--- src/design/weighted_improvement_score_table_macros.svh ---
// Assertion macros shared by the score table RTL.
// Needs nothing else; the user passes clock, active-low reset and message.
`ifndef WEIGHTED_IMPROVEMENT_SCORE_TABLE_MACROS_SVH
`define WEIGHTED_IMPROVEMENT_SCORE_TABLE_MACROS_SVH

// Same-cycle implication.
`define WIST_ASSERT_IMPL(label, ck, rn, ante, cons, msg) \
    label: assert property (@(posedge ck) disable iff (!rn) (ante) |-> (cons)) \
        else $error(msg);

// Next-cycle implication.
`define WIST_ASSERT_NEXT(label, ck, rn, ante, cons, msg) \
    label: assert property (@(posedge ck) disable iff (!rn) (ante) |=> (cons)) \
        else $error(msg);

`endif

--- src/design/wist_ram.sv ---
// Generic single-write, single-read synchronous RAM with registered read data.
// No dependencies.
module wist_ram #(
    parameter int WIDTH = 32,
    parameter int DEPTH = 16,
    localparam int ADDR_W = (DEPTH > 1) ? $clog2(DEPTH) : 1
) (
    input  logic              clk,
    input  logic              we,
    input  logic [ADDR_W-1:0] waddr,
    input  logic [WIDTH-1:0]  wdata,
    input  logic [ADDR_W-1:0] raddr,
    output logic [WIDTH-1:0]  rdata
);

    logic [WIDTH-1:0] mem [DEPTH];
    logic [WIDTH-1:0] rdata_reg;

    always_ff @(posedge clk)
    begin
        if (we)
        begin
            mem[waddr] <= wdata;
        end
        rdata_reg <= mem[raddr];
    end

    assign rdata = rdata_reg;

endmodule

--- config.mk ---
export PLATFORM = sky130hd
export DESIGN_NAME = wist_ram
export DESIGN_NICKNAME = d
export VERILOG_FILES = /design/src/design/weighted_improvement_score_table_macros.svh /design/src/design/wist_ram.sv
export SDC_FILE = /design/constraint.sdc
export NUM_CORES = 1
export LEC_CHECK = 0
export BUFFER_PORTS_ARGS = -buffer_cell sky130_fd_sc_hd__buf_2
export CAP_MARGIN = 20
export CELL_PAD_IN_SITES_DETAIL_PLACEMENT = 0
export CELL_PAD_IN_SITES_GLOBAL_PLACEMENT = 1
export CORE_MARGIN = 3
export CORE_UTILIZATION = 55
export CTS_CLUSTER_SIZE = 12
export DETAILED_ROUTE_END_ITERATION = 12
export MAX_ROUTING_LAYER = met4
export PLACE_DENSITY = 0.89
export SKIP_CTS_REPAIR_TIMING = 1
export SLEW_MARGIN = 5
export SYNTH_ARGS = -nofsm -noshare
export SYNTH_HDL_FRONTEND = slang
export SYNTH_SLANG_ARGS = --single-unit
--- constraint.sdc ---
create_clock -name clk -period 4.49 [get_ports clk]
set_input_delay 0.2245 -clock clk [delete_from_list [all_inputs] [get_ports clk]]
set_output_delay 0.2245 -clock clk [all_outputs]
set_load 0.1 [all_outputs]
## Word level (Yosys, flattened, before mapping)

Memory sizes are Yosys's and may differ from the RTL's. A register that Yosys moved wholly into a read port is not among the register bits.
Cells that the tools add are included.
W data, S select, Z words.

- Bits in registers: 0
- Bits in latches: 0
- RAM bits: 512
- Memory bits (read-only): 0
- Input bits: 42
- Output and inout port bits: 32
- Word-level logic and storage cells: 3
- Memories kept: 1

- Add/subtract/negate cells: 0
- Multiply operators: 0
- Divide/modulo/power cells: 0
- $lt $le $gt $ge: 0
- Equality and inequality tests: 0
- Shifts and indexed selects: 0
- Muxes and demuxes: 2
- Bitwise gates (word level): 0
- Reduce and logical (&&, ||, !) cells: 0

Memory list:

| memory | words | width | rd ports | clocked after Yosys merged registers in | wr ports | line | text |
|---|---|---|---|---|---|---|---|
| mem | 16 | 32 | 1 | 1 | 1 | wist_ram.sv:16 | `logic [WIDTH-1:0] mem [DEPTH];` |

Operator list:

| operator | count |
|---|---|
| $mux W1 | 2 |

## Depth between registers and ports, before layout

- Depth in word-level cells: 2
- Depth in mapped cells: 5
- Gate-level depth less buffers: 3

## Worst setup path before layout

Ideal clock, no wire load.

- Path type: input to register
- Start point: input waddr[2]
- End point: memory mem[0][0] (enable)
- Library setup time: 461 ps
- Data arrival time: 2,943 ps
- Required time: 4,029 ps
- Setup slack: 1,086 ps
- Stages on the path: 2
- Buffers on the path: 0
- Cell sequence: or3b_2 -> nor3_1

RTL lines:

| item | line | text |
|---|---|---|
| from (decl) | wist_ram.sv:10 | `input logic [ADDR_W-1:0] waddr,` |
| to (decl) | wist_ram.sv:16 |  |

Straight into the memory's write port.

==> impl_metrics.tcl <==
set metrics [dict create \
    die_area_um2 38400 \
    antenna_found_initial 4 \
    timing.fmax_mhz 505 \
    status "complete, no violations" \
    grt-ovfl-total 0 \
    grt_pass1_vias 9758 \
    start_kind "input pin" \
    seqPwrFrac_pct 54.1 \
    hpwlAfterDp_mm 20.9 \
    hold_ws_ns 0.0337 \
    finalSetupViolCount 0 \
    nets 990 \
    p_int_w 0.00827 \
    clk_pin_slew_ns 0.06 \
    synthCells 838 \
    worstSetupPathType "input pin to flop" \
    syn_to_final_growth_pct 13.5 \
    powerDensity_nw_per_um2 469 \
    worstMarginPinSlew_ns 1.08 \
    slowest_delay_ns 0.66 \
    clock-sinks 544 \
    syn_avg_cell_area_um2 23.7 \
    drc_errors 0 \
    multi_input_area_um2 3750 \
    crit_chain "clkbuf_8 -> buf_4 -> mux4_2 -> a22oi_1 -> nand2_1" \
    core-area_um2 35100 \
    p_leak_nw 7.24 \
    cts_htree_levels 2 \
    synth_top_family_by_area "multiplexers" \
    root_buffer "clkbuf_16" \
    num_vias 9209 \
    cp.required_ns 4.93 \
    synthAdderAreaFrac_pct 0 \
    synth_seq_cells 544 \
    final_common_cell "edfxtp_1" \
    yosysSeqAreaShare_pct 80.7 \
    muxShareOfSynthArea_pct 14.5 \
    finalSetupTns_ns 0 \
    rows 68 \
    clock_latency_ns 0.57 \
    track_usage_pct 23.4 \
    io_pins 74 \
    synth-simple-area-share_pct 1.27 \
    p_sw_w 0.00231 \
    synth_xor_area_share_pct 0 \
    final_cell_mix "512 x edfxtp_1, 128 x mux4_2, 71 x buf_2" \
    final_util_pct 64.3 \
    critPathArrivalTime_ns 2.42 \
    maxCapViolCount 0 \
    start_util_pct 56.6 \
    routabilityCongestion 0.736 \
    grt_pass1_wl_mm 63.5 \
    path_max_fanout 70 \
    die_w_um 196 \
    ys_types 18 \
    period_share_pct 44.1 \
    report.final.slew_viol_count 0 \
    skew_ns 0.0193 \
    cts_tree "yes" \
    cts_buffer_depth 3 \
    netSwitchingFraction_pct 21.8 \
    comb_power_share_pct 6.9 \
    synth_compound_area_share_pct 2.42 \
    seqCellArea_um2 16000 \
    peakVddDrop_v 0.000288 \
    fp.dieH_um 196 \
    cpLargestDelayFamily "buffers and inverters" \
    largest_reg_flops 512 \
    drtIter0Drc 1238 \
    rsz0062_at_grt "no" \
    syn_area_um2 19900 \
    totalWireLength_mm 42.5 \
    p_total_w 0.0106 \
    grt_max_degree 71 \
    max_slew_margin_pct 28.2 \
    drtAntennaViolNets 0 \
    slowest_stage "clkbuf_8" \
    pwr-share-clk_pct 39.0 \
    hp-class "input pin to flop" \
    layout_min_cycle_time_ns 1.98 \
    io_buffers 73 \
    numCtsBuffers 53 \
    end_kind "flop" \
    first_pass_iters 5 \
    syn-num-nets 880 \
    report.final.hold_viol_count 0 \
    drive_above_1_share_pct 31.3 \
    via_per_inst 6.34 \
    fillers 2225 \
    path_buf_inv 2 \
    post_drt_wl_per_cell_um 29.3 \
    yosys_warnings 0 \
]
==> cells in the mapped netlist <==
library cell  count  area (µm²)
nand3_1           1        5.00
a22oi_1          64         480
buf_2             4        20.0
nor2_1           13        48.8
buf_1             9        33.8
or3b_2            1        8.76
nand2_1          33         124
mux4_2          128        2880
edfxtp_1        512       15400
and2_1            1        6.26
dfxtp_1          32         641
nand3b_1          2        15.0
clkbuf_1         17        63.8
nor2b_1           2        12.5
buf_6             2        22.5
buf_4            11        82.6
nand2b_1          2        12.5
nor3_1            4        20.0
==> metrics by stage <==
step / setup WS [ns] / instance area [µm²] / instances
finish: 2.51 / 22500 / 1452
detailed placement: 1.96 / 20900 / 1348
global placement: 2.01 / 20900 / 1348
CTS: 2.48 / 22500 / 1448
global route: 2.26 / 22500 / 1452
floorplan: 1.09 / 19900 / 838
==> per-layer routing <==
layer	wire length, µm	vias up	global-route usage (%)
met5	0	-	-
met4	987	0	6.84
met3	3600	73	4.34
met2	21500	485	37.0
met1	16400	4851	32.0
li1	-	3800	-
==> worst paths after layout <==
path         cells past startpoint     endpoint  slack, ns        start
max                              5    rdata[11]       2.51     raddr[0]
min                              1  mem[15][16]       0.03    wdata[16]
max reg2reg                      3    rdata[26]       3.09  mem[10][26]
min reg2reg                      3    rdata[31]       0.67  mem[14][31]
==> power by group through the flow <==
stage                     logic, W  registers (W)  clock network [W]
after floorplan           0.000273        0.00606                  0
after global placement    0.000713        0.00581                  0
after detailed placement  0.000726        0.00582                  0
after CTS                 0.000735        0.00572            0.00418
after global routing      0.000771        0.00573            0.00440
final                     0.000731        0.00572            0.00413
==> area by class of cell <==
type | count | area share (%)
diodes | 4 | 0.0444
clock buffers | 98 | 7.13
clock inverters | 2 | 0.0611
multi-input cells | 251 | 16.6
flip-flops and latches | 544 | 71.0
well taps | 455 | 2.53
repair buffers | 98 | 2.56
==> cell families after synthesis <==
kind of cell	after synthesis
flip-flops	544
buffers and inverters	43
AND/OR/NAND/NOR	59
multiplexers	128
AO/OA/AOI/OAI	64
(Power assumes the default switching activity.)
