### src/design/weighted_improvement_score_table_macros.svh
// Assertion macros shared by the score table RTL.
// Needs nothing else; the user passes clock, active-low reset and message.
`ifndef WEIGHTED_IMPROVEMENT_SCORE_TABLE_MACROS_SVH
`define WEIGHTED_IMPROVEMENT_SCORE_TABLE_MACROS_SVH

// Same-cycle implication.
`define WIST_ASSERT_IMPL(label, ck, rn, ante, cons, msg) \
    label: assert property (@(posedge ck) disable iff (!rn) (ante) |-> (cons)) \
        else $error(msg);

// Next-cycle implication.
`define WIST_ASSERT_NEXT(label, ck, rn, ante, cons, msg) \
    label: assert property (@(posedge ck) disable iff (!rn) (ante) |=> (cons)) \
        else $error(msg);

`endif

### src/design/wist_div.sv
// Restoring divider, two quotient bits per cycle.
// No dependencies; used by the score table for the weighted mean.
module wist_div #(
    parameter int NUM_W = 48,
    parameter int DEN_W = 8
) (
    input  logic             clk,
    input  logic             rst_n,
    input  logic             start,
    input  logic [NUM_W-1:0] num,
    input  logic [DEN_W-1:0] den,
    output logic             done,
    output logic [NUM_W-1:0] quot
);

    localparam int STEPS = (NUM_W + 1) / 2;
    localparam int PAD_W = 2 * STEPS;
    localparam int CNT_W = $clog2(STEPS + 1);

    logic [PAD_W-1:0] num_reg, num_next;
    logic [DEN_W-1:0] rem_reg, rem_next;
    logic [CNT_W-1:0] cnt_reg, cnt_next;
    logic             done_reg, done_next;
    logic [DEN_W:0]   trial;

    always_comb
    begin
        num_next  = num_reg;
        rem_next  = rem_reg;
        cnt_next  = cnt_reg;
        done_next = 1'b0;
        trial     = '0;
        if (start)
        begin
            num_next = PAD_W'(num);
            rem_next = '0;
            cnt_next = CNT_W'(STEPS);
        end
        else if (cnt_reg != '0)
        begin
            for (int i = 0; i < 2; i++)
            begin
                trial    = {rem_next, num_next[PAD_W-1]};
                num_next = {num_next[PAD_W-2:0], 1'b0};
                if (trial >= {1'b0, den})
                begin
                    trial       = trial - {1'b0, den};
                    num_next[0] = 1'b1;
                end
                rem_next = trial[DEN_W-1:0];
            end
            cnt_next  = cnt_reg - 1'b1;
            done_next = (cnt_reg == CNT_W'(1));
        end
    end

    always_ff @(posedge clk or negedge rst_n)
    begin
        if (!rst_n)
        begin
            cnt_reg  <= '0;
            done_reg <= 1'b0;
        end
        else
        begin
            cnt_reg  <= cnt_next;
            done_reg <= done_next;
        end
    end

    always_ff @(posedge clk)
    begin
        num_reg <= num_next;
        rem_reg <= rem_next;
    end

    assign done = done_reg;
    assign quot = num_reg[NUM_W-1:0];

endmodule

### config.mk
export PLATFORM = sky130hd
export DESIGN_NAME = wist_div
export DESIGN_NICKNAME = d
export VERILOG_FILES = /design/src/design/weighted_improvement_score_table_macros.svh /design/src/design/wist_div.sv
export SDC_FILE = /design/constraint.sdc
export NUM_CORES = 1
export LEC_CHECK = 0
export ABC_CLOCK_PERIOD_IN_PS = 4400
export BUFFER_PORTS_ARGS = -buffer_cell sky130_fd_sc_hd__buf_2
export CORE_AREA = 5 5 108 110
export DETAILED_ROUTE_END_ITERATION = 10
export DIE_AREA = 0 0 113 115
export GPL_TIMING_DRIVEN = 0
export PLACE_DENSITY_LB_ADDON = 0.2
export SLEW_MARGIN = 20
export SYNTH_ARGS = -nofsm -noshare
export SYNTH_HDL_FRONTEND = slang
export SYNTH_SLANG_ARGS = --single-unit
### constraint.sdc
create_clock -name clk -period 4.4 [get_ports clk]
set_clock_uncertainty 0.05 [all_clocks]
set_input_delay 0.44 -clock clk [delete_from_list [all_inputs] [get_ports clk]]
set_output_delay 0.44 -clock clk [all_outputs]
set_load 0.05 [all_outputs]
## Word-level counts from Yosys, hierarchy flattened

Cells that the tools add are included.

- Register bits after elaboration: 62
- Input port bits: 59
- Output and inout port bits: 49
- Word-level logic and storage cells: 24

- Add/subtract/negate cells: 3
- $lt $le $gt $ge: 2
- Eq/ne operators: 1
- Muxes and demuxes: 12
- Reduce and logical (&&, ||, !) cells: 2

Operators with widths:

| operator | number |
|---|---|
| 48-bit 2-to-1 mux | 2 |
| 8-bit 2-to-1 mux | 4 |
| 9-bit by 8-bit greater-or-equal comparator with 1-bit output | 2 |
| 8-bit subtractor | 2 |
| 5-bit 2-to-1 mux | 2 |
| 5-bit by 1-bit equality test with 1-bit output (second input constant) | 1 |
| 5-bit nonzero test | 1 |
| 5-bit by 1-bit subtractor with 5-bit output (second input constant) | 1 |
| 1-bit 2-to-1 mux | 4 |
| 2-bit nonzero test | 1 |

## Logic depth before layout (Yosys ltp)

- Word-level depth: 8
- Depth in mapped cells: 17
- Gate-level depth less buffers: 16

## Worst setup path before layout

No wires, ideal clock.

- Path kind: reg2reg
- From: register num_reg[47], in the netlist quot[47]
- To: register rem_reg[2]
- Setup time: 0.122 ns
- Arrival time: 3.670 ns
- Data required time: 4.228 ns
- Setup slack: 0.558 ns
- Stages on the path, launching flop included: 18
- Path buffers: 1
- Period minus slack after synthesis: 3.842 ns
- Cells stage by stage: edfxtp_1 inv_1 ha_1 inv_1 fa_1 a21oi_1 o211ai_1 a21oi_1 xnor2_1 mux2_4 ha_1 and4_1 a21oi_1 nor4b_2 o21bai_2 buf_6 and3_1 a311o_1

- Cells in the longest elaborated chain, start to end: 6
- Elaborated cells between the ends (all ways): 8
- Classes of those cells: add/sub: 2; order compare: 2; mux: 4

RTL lines:

| element | line | text |
|---|---|---|
| from (decl) | wist_div.sv:20 | `logic [PAD_W-1:0] num_reg, num_next;` |
| from (signal assigned) | wist_div.sv:73 | `num_reg <= num_next;` |
| 8-bit subtractor / 9-bit by 8-bit greater-or-equal comparator with 1-bit output (equally long branches) | wist_div.sv:47, wist_div.sv:45 |  |
| 8-bit 2-to-1 mux * | wist_div.sv:45 | `if (trial >= {1'b0, den})` |
| 8-bit 2-to-1 mux * | wist_div.sv:39 | `else if (cnt_reg != '0)` |
| 8-bit 2-to-1 mux * | wist_div.sv:33 | `if (start)` |
| 8-bit subtractor / 9-bit by 8-bit greater-or-equal comparator with 1-bit output (equally long branches) | wist_div.sv:47, wist_div.sv:45 |  |
| 8-bit 2-to-1 mux * | wist_div.sv:45 |  |
| to (signal assigned) | wist_div.sv:74 | `rem_reg <= rem_next;` |
| to (decl) | wist_div.sv:21 | `logic [DEN_W-1:0] rem_reg, rem_next;` |

Mark *: on every way between the ends. The rest lies on a longest branch, timed or not. The select of a mux whose other input is x is not followed.
A chain may end at the register's enable or synchronous reset.

## Worst setup path after layout

Same ends and word-level chain as after synthesis.

==> reports/qor.yml <==
status:
  status: "complete, no violations"
synth:
  yosys_most_used_dff: "edfxtp_1"
  yosysWarnings: 0
  synth_edf_count: 48
  yosys.area.top_type: "edfxtp_1"
  yosys.area.top_type_share_pct: 40.06
  synth_cell_types: 54
  async_flop_share_pct: 9.677
  synthesis.nets: 378
  syn_area_um2: 3598
  synth.avg_cell_area_um2: 12.08
  synth-seq-cells: 62
  synth.area.top_cells: "edfxtp_1 (40%), mux2_2 (15%), ha_1 (6.6%)"
  syn_inst: 298
  ys_seq_area_share_pct: 48.68
route:
  wl_um: 8963
  drtAntennaViolNets: 0
  drt_iter0_drc: 103
  drc: 0
  vias_per_cell: 5.009
  vias: 2815
  drt-wirelength-per-cell_um: 15.95
  dr.pass1.iters: 4
die:
  start_util_pct: 33.94
  ios: 108
  core-area_um2: 10600
  dieArea_um2: 13000
  fp.dieW_um: 113
  num_rows: 38
  die_h_um: 115
final_layout:
  diodes: 0
  final_layout_size_suffix_gt1_share_pct: 44.55
  syn_to_final_growth_pct: 26.39
  largest_reg_flops: 48
  fin_cells: 562
  design_area_um2: 4548
  final_common_cell: "buf_2"
  final_cell_mix: "buf_2 (107), mux2_2 (49), edfxtp_1 (48)"
  layout.nets: 497
  final_util_pct: 42.90
power:
  irDropWorstVdd_mv: 0.2453
  p_seq_share_pct: 29.6
  p_clk_share_pct: 19.7
  power_density_nw_per_um2: 603.0
  internal_power_mw: 1.622
  combPwrFrac_pct: 50.6
  switching_share_pct: 40.86
  p_sw_mw: 1.121
  p_leak_nw: 1.961
global_route:
  grt_pass1_wl_um: 14480
  grt_max_degree: 49
  grt_antenna_before_repair: 0
  grt_pass1_vias: 2933
  grt_overflow: 0
  gr-usage-all-layers_pct: 14.04
job:
  drv_cap: 0
timing:
  period_share_pct: 92.37
  slew_violations: 0
  max_slew_margin_pct: 56.86
  hold_viol_final: 0
  fmaxAchievable_mhz: 246.0
  whs_ns: 0.3525
  tightest_slew_ns: 0.6470
  setup_viol: 0
  tns_ns: 0
  post-route-min-period_ns: 4.064
  rsz0062_at_grt: "no"
critical_path:
  worstPathMaxFanout: 10
  start_kind: "flop"
  critPathKind: "reg2reg"
  cp.required_ns: 4.58
  worst_ep_arrival_time_ns: 4.25
  crit_path_end_kind: "flop"
clock_network:
  cts_tree: "yes"
  cts.sinks: 62
  clock_path_buffers: 2
  clk_latency_ns: 0.34
  numCtsBuffers: 9
  htreeDepth: 3
  clk_root_buffer_cell: "clkbuf_8"
  clk_pin_slew_ns: 0.07
placed_design:
  dp_hpwl_um: 6879
  gp_congestion: 0.8723
  placed_cell_area_um2: 4317
  port_buffers: 107
  place_inst: 545
hold_path:
  hp-class: "in2reg"
-- power by group through the flow --
stage / clock network, mW / registers, mW / logic (mW)
final: 0.542 / 0.813 / 1.39
after global routing: 0.590 / 0.826 / 1.52
after CTS: 0.560 / 0.814 / 1.38
after detailed placement: 0 / 0.824 / 1.37
after global placement: 0 / 0.822 / 1.37
after floorplan: 0 / 1.03 / 0.859
-- area by class of cell --
cell class                      count  area, um^2
Fill cell                        1037        6055
Sequential cell                    62        1752
Multi-Input combinational cell    208        1750
Timing Repair Buffer              108       545.5
Tap cell                          140       175.2
Clock buffer                        9       123.9
Clock inverter                      7       88.84
Inverter                           18       67.56
Buffer                             10       45.04
-- repair_timing --
item | 4_1_cts | 5_1_grt
endpoints found under the hold margin | 6 | 0
hold buffers | 1 | 0
setup buffers | 0 | 0
gates resized for setup | 0 | 1
setup endpoints to repair | 0 | 3
-- logic make-up after synthesis --
kind of cell | count (synthesis) | share of synthesized area [%]
AO/OA/AOI/OAI | 65 | 13.25
XOR/XNOR | 5 | 1.217
adder cells (fa/ha/maj) | 21 | 7.719
buffers and inverters | 28 | 3.129
flip-flops | 62 | 48.68
multiplexers | 50 | 15.75
AND/OR/NAND/NOR | 67 | 10.26
-- metrics by stage --
step           power (mW)  setup WS (ns)
6_report            2.742         0.3356
5_1_grt             2.937        0.03161
4_1_cts             2.754         0.2834
3_5_place_dp        2.195         0.1402
3_3_place_gp        2.189         0.1078
2_1_floorplan       1.892         0.5579
-- path summary, 6_finish.rpt --
| path | from | endpoint | slack, ns | cells past startpoint |
|---|---|---|---|---|
| max | quot[47]$_DFFE_PP_ | rem_reg[2]$_SDFFE_PP0P_ | 0.34 | 17 |
| min in group asynchronous | rst_n | cnt_reg[1]$_DFFE_PN0P_ | 0.41 | 2 |
| min | num[36] | quot[36]$_DFFE_PP_ | 0.35 | 2 |
| max in group asynchronous | rst_n | cnt_reg[0]$_DFFE_PN0P_ | 3.74 | 2 |
| min reg2reg | cnt_reg[4]$_DFFE_PN0P_ | cnt_reg[4]$_DFFE_PN0P_ | 0.48 | 1 |
| max reg2reg | quot[47]$_DFFE_PP_ | rem_reg[2]$_SDFFE_PP0P_ | 0.34 | 17 |
-- worst max-delay path: stages, from the launching register on --
cell      delay (ns)
edfxtp_1        0.44
inv_1           0.11
ha_1            0.19
inv_1           0.06
fa_1            0.40
a21oi_1         0.28
o211ai_1        0.15
a21oi_1         0.18
xnor2_1         0.08
mux2_4          0.27
ha_1            0.32
and4_1          0.16
a21oi_1         0.25
nor4b_4         0.28
o21bai_2        0.12
buf_6           0.16
and3_1          0.14
a311o_1         0.30
-- synth_stat cells, types with 2 or more instances --
library cell and count:
mux2_2 49, edfxtp_1 48, nor2_1 20, ha_1 19
a21oi_1 18, inv_1 18, nand2_1 9, clkbuf_1 8
dfxtp_1 8, o21ai_0 8, dfrtp_1 6, a211o_1 5
nor3_1 5, xnor2_1 5, a211oi_1 4, nand2b_1 4
o211ai_1 4, or3_1 4, a211oi_2 3, a31o_2 3
and3_1 3, nor3b_1 3, o21a_1 3, a2111oi_0 2
a311oi_1 2, and4_1 2, fa_1 2, nand3_1 2
nand3b_1 2, nand4_1 2, nor2b_1 2, o21bai_2 2
o31ai_1 2
-- routing by layer --
metal	global-route usage [%]	share of wire, %	vias to the layer above
met3	6.053	9.6	12
li1	-	-	1377
met1	17.51	44	1326
met2	21.92	45	100
met4	4.808	1.2	0
met5	0	0	-
No activity file was read; power rests on OpenSTA's default activity.
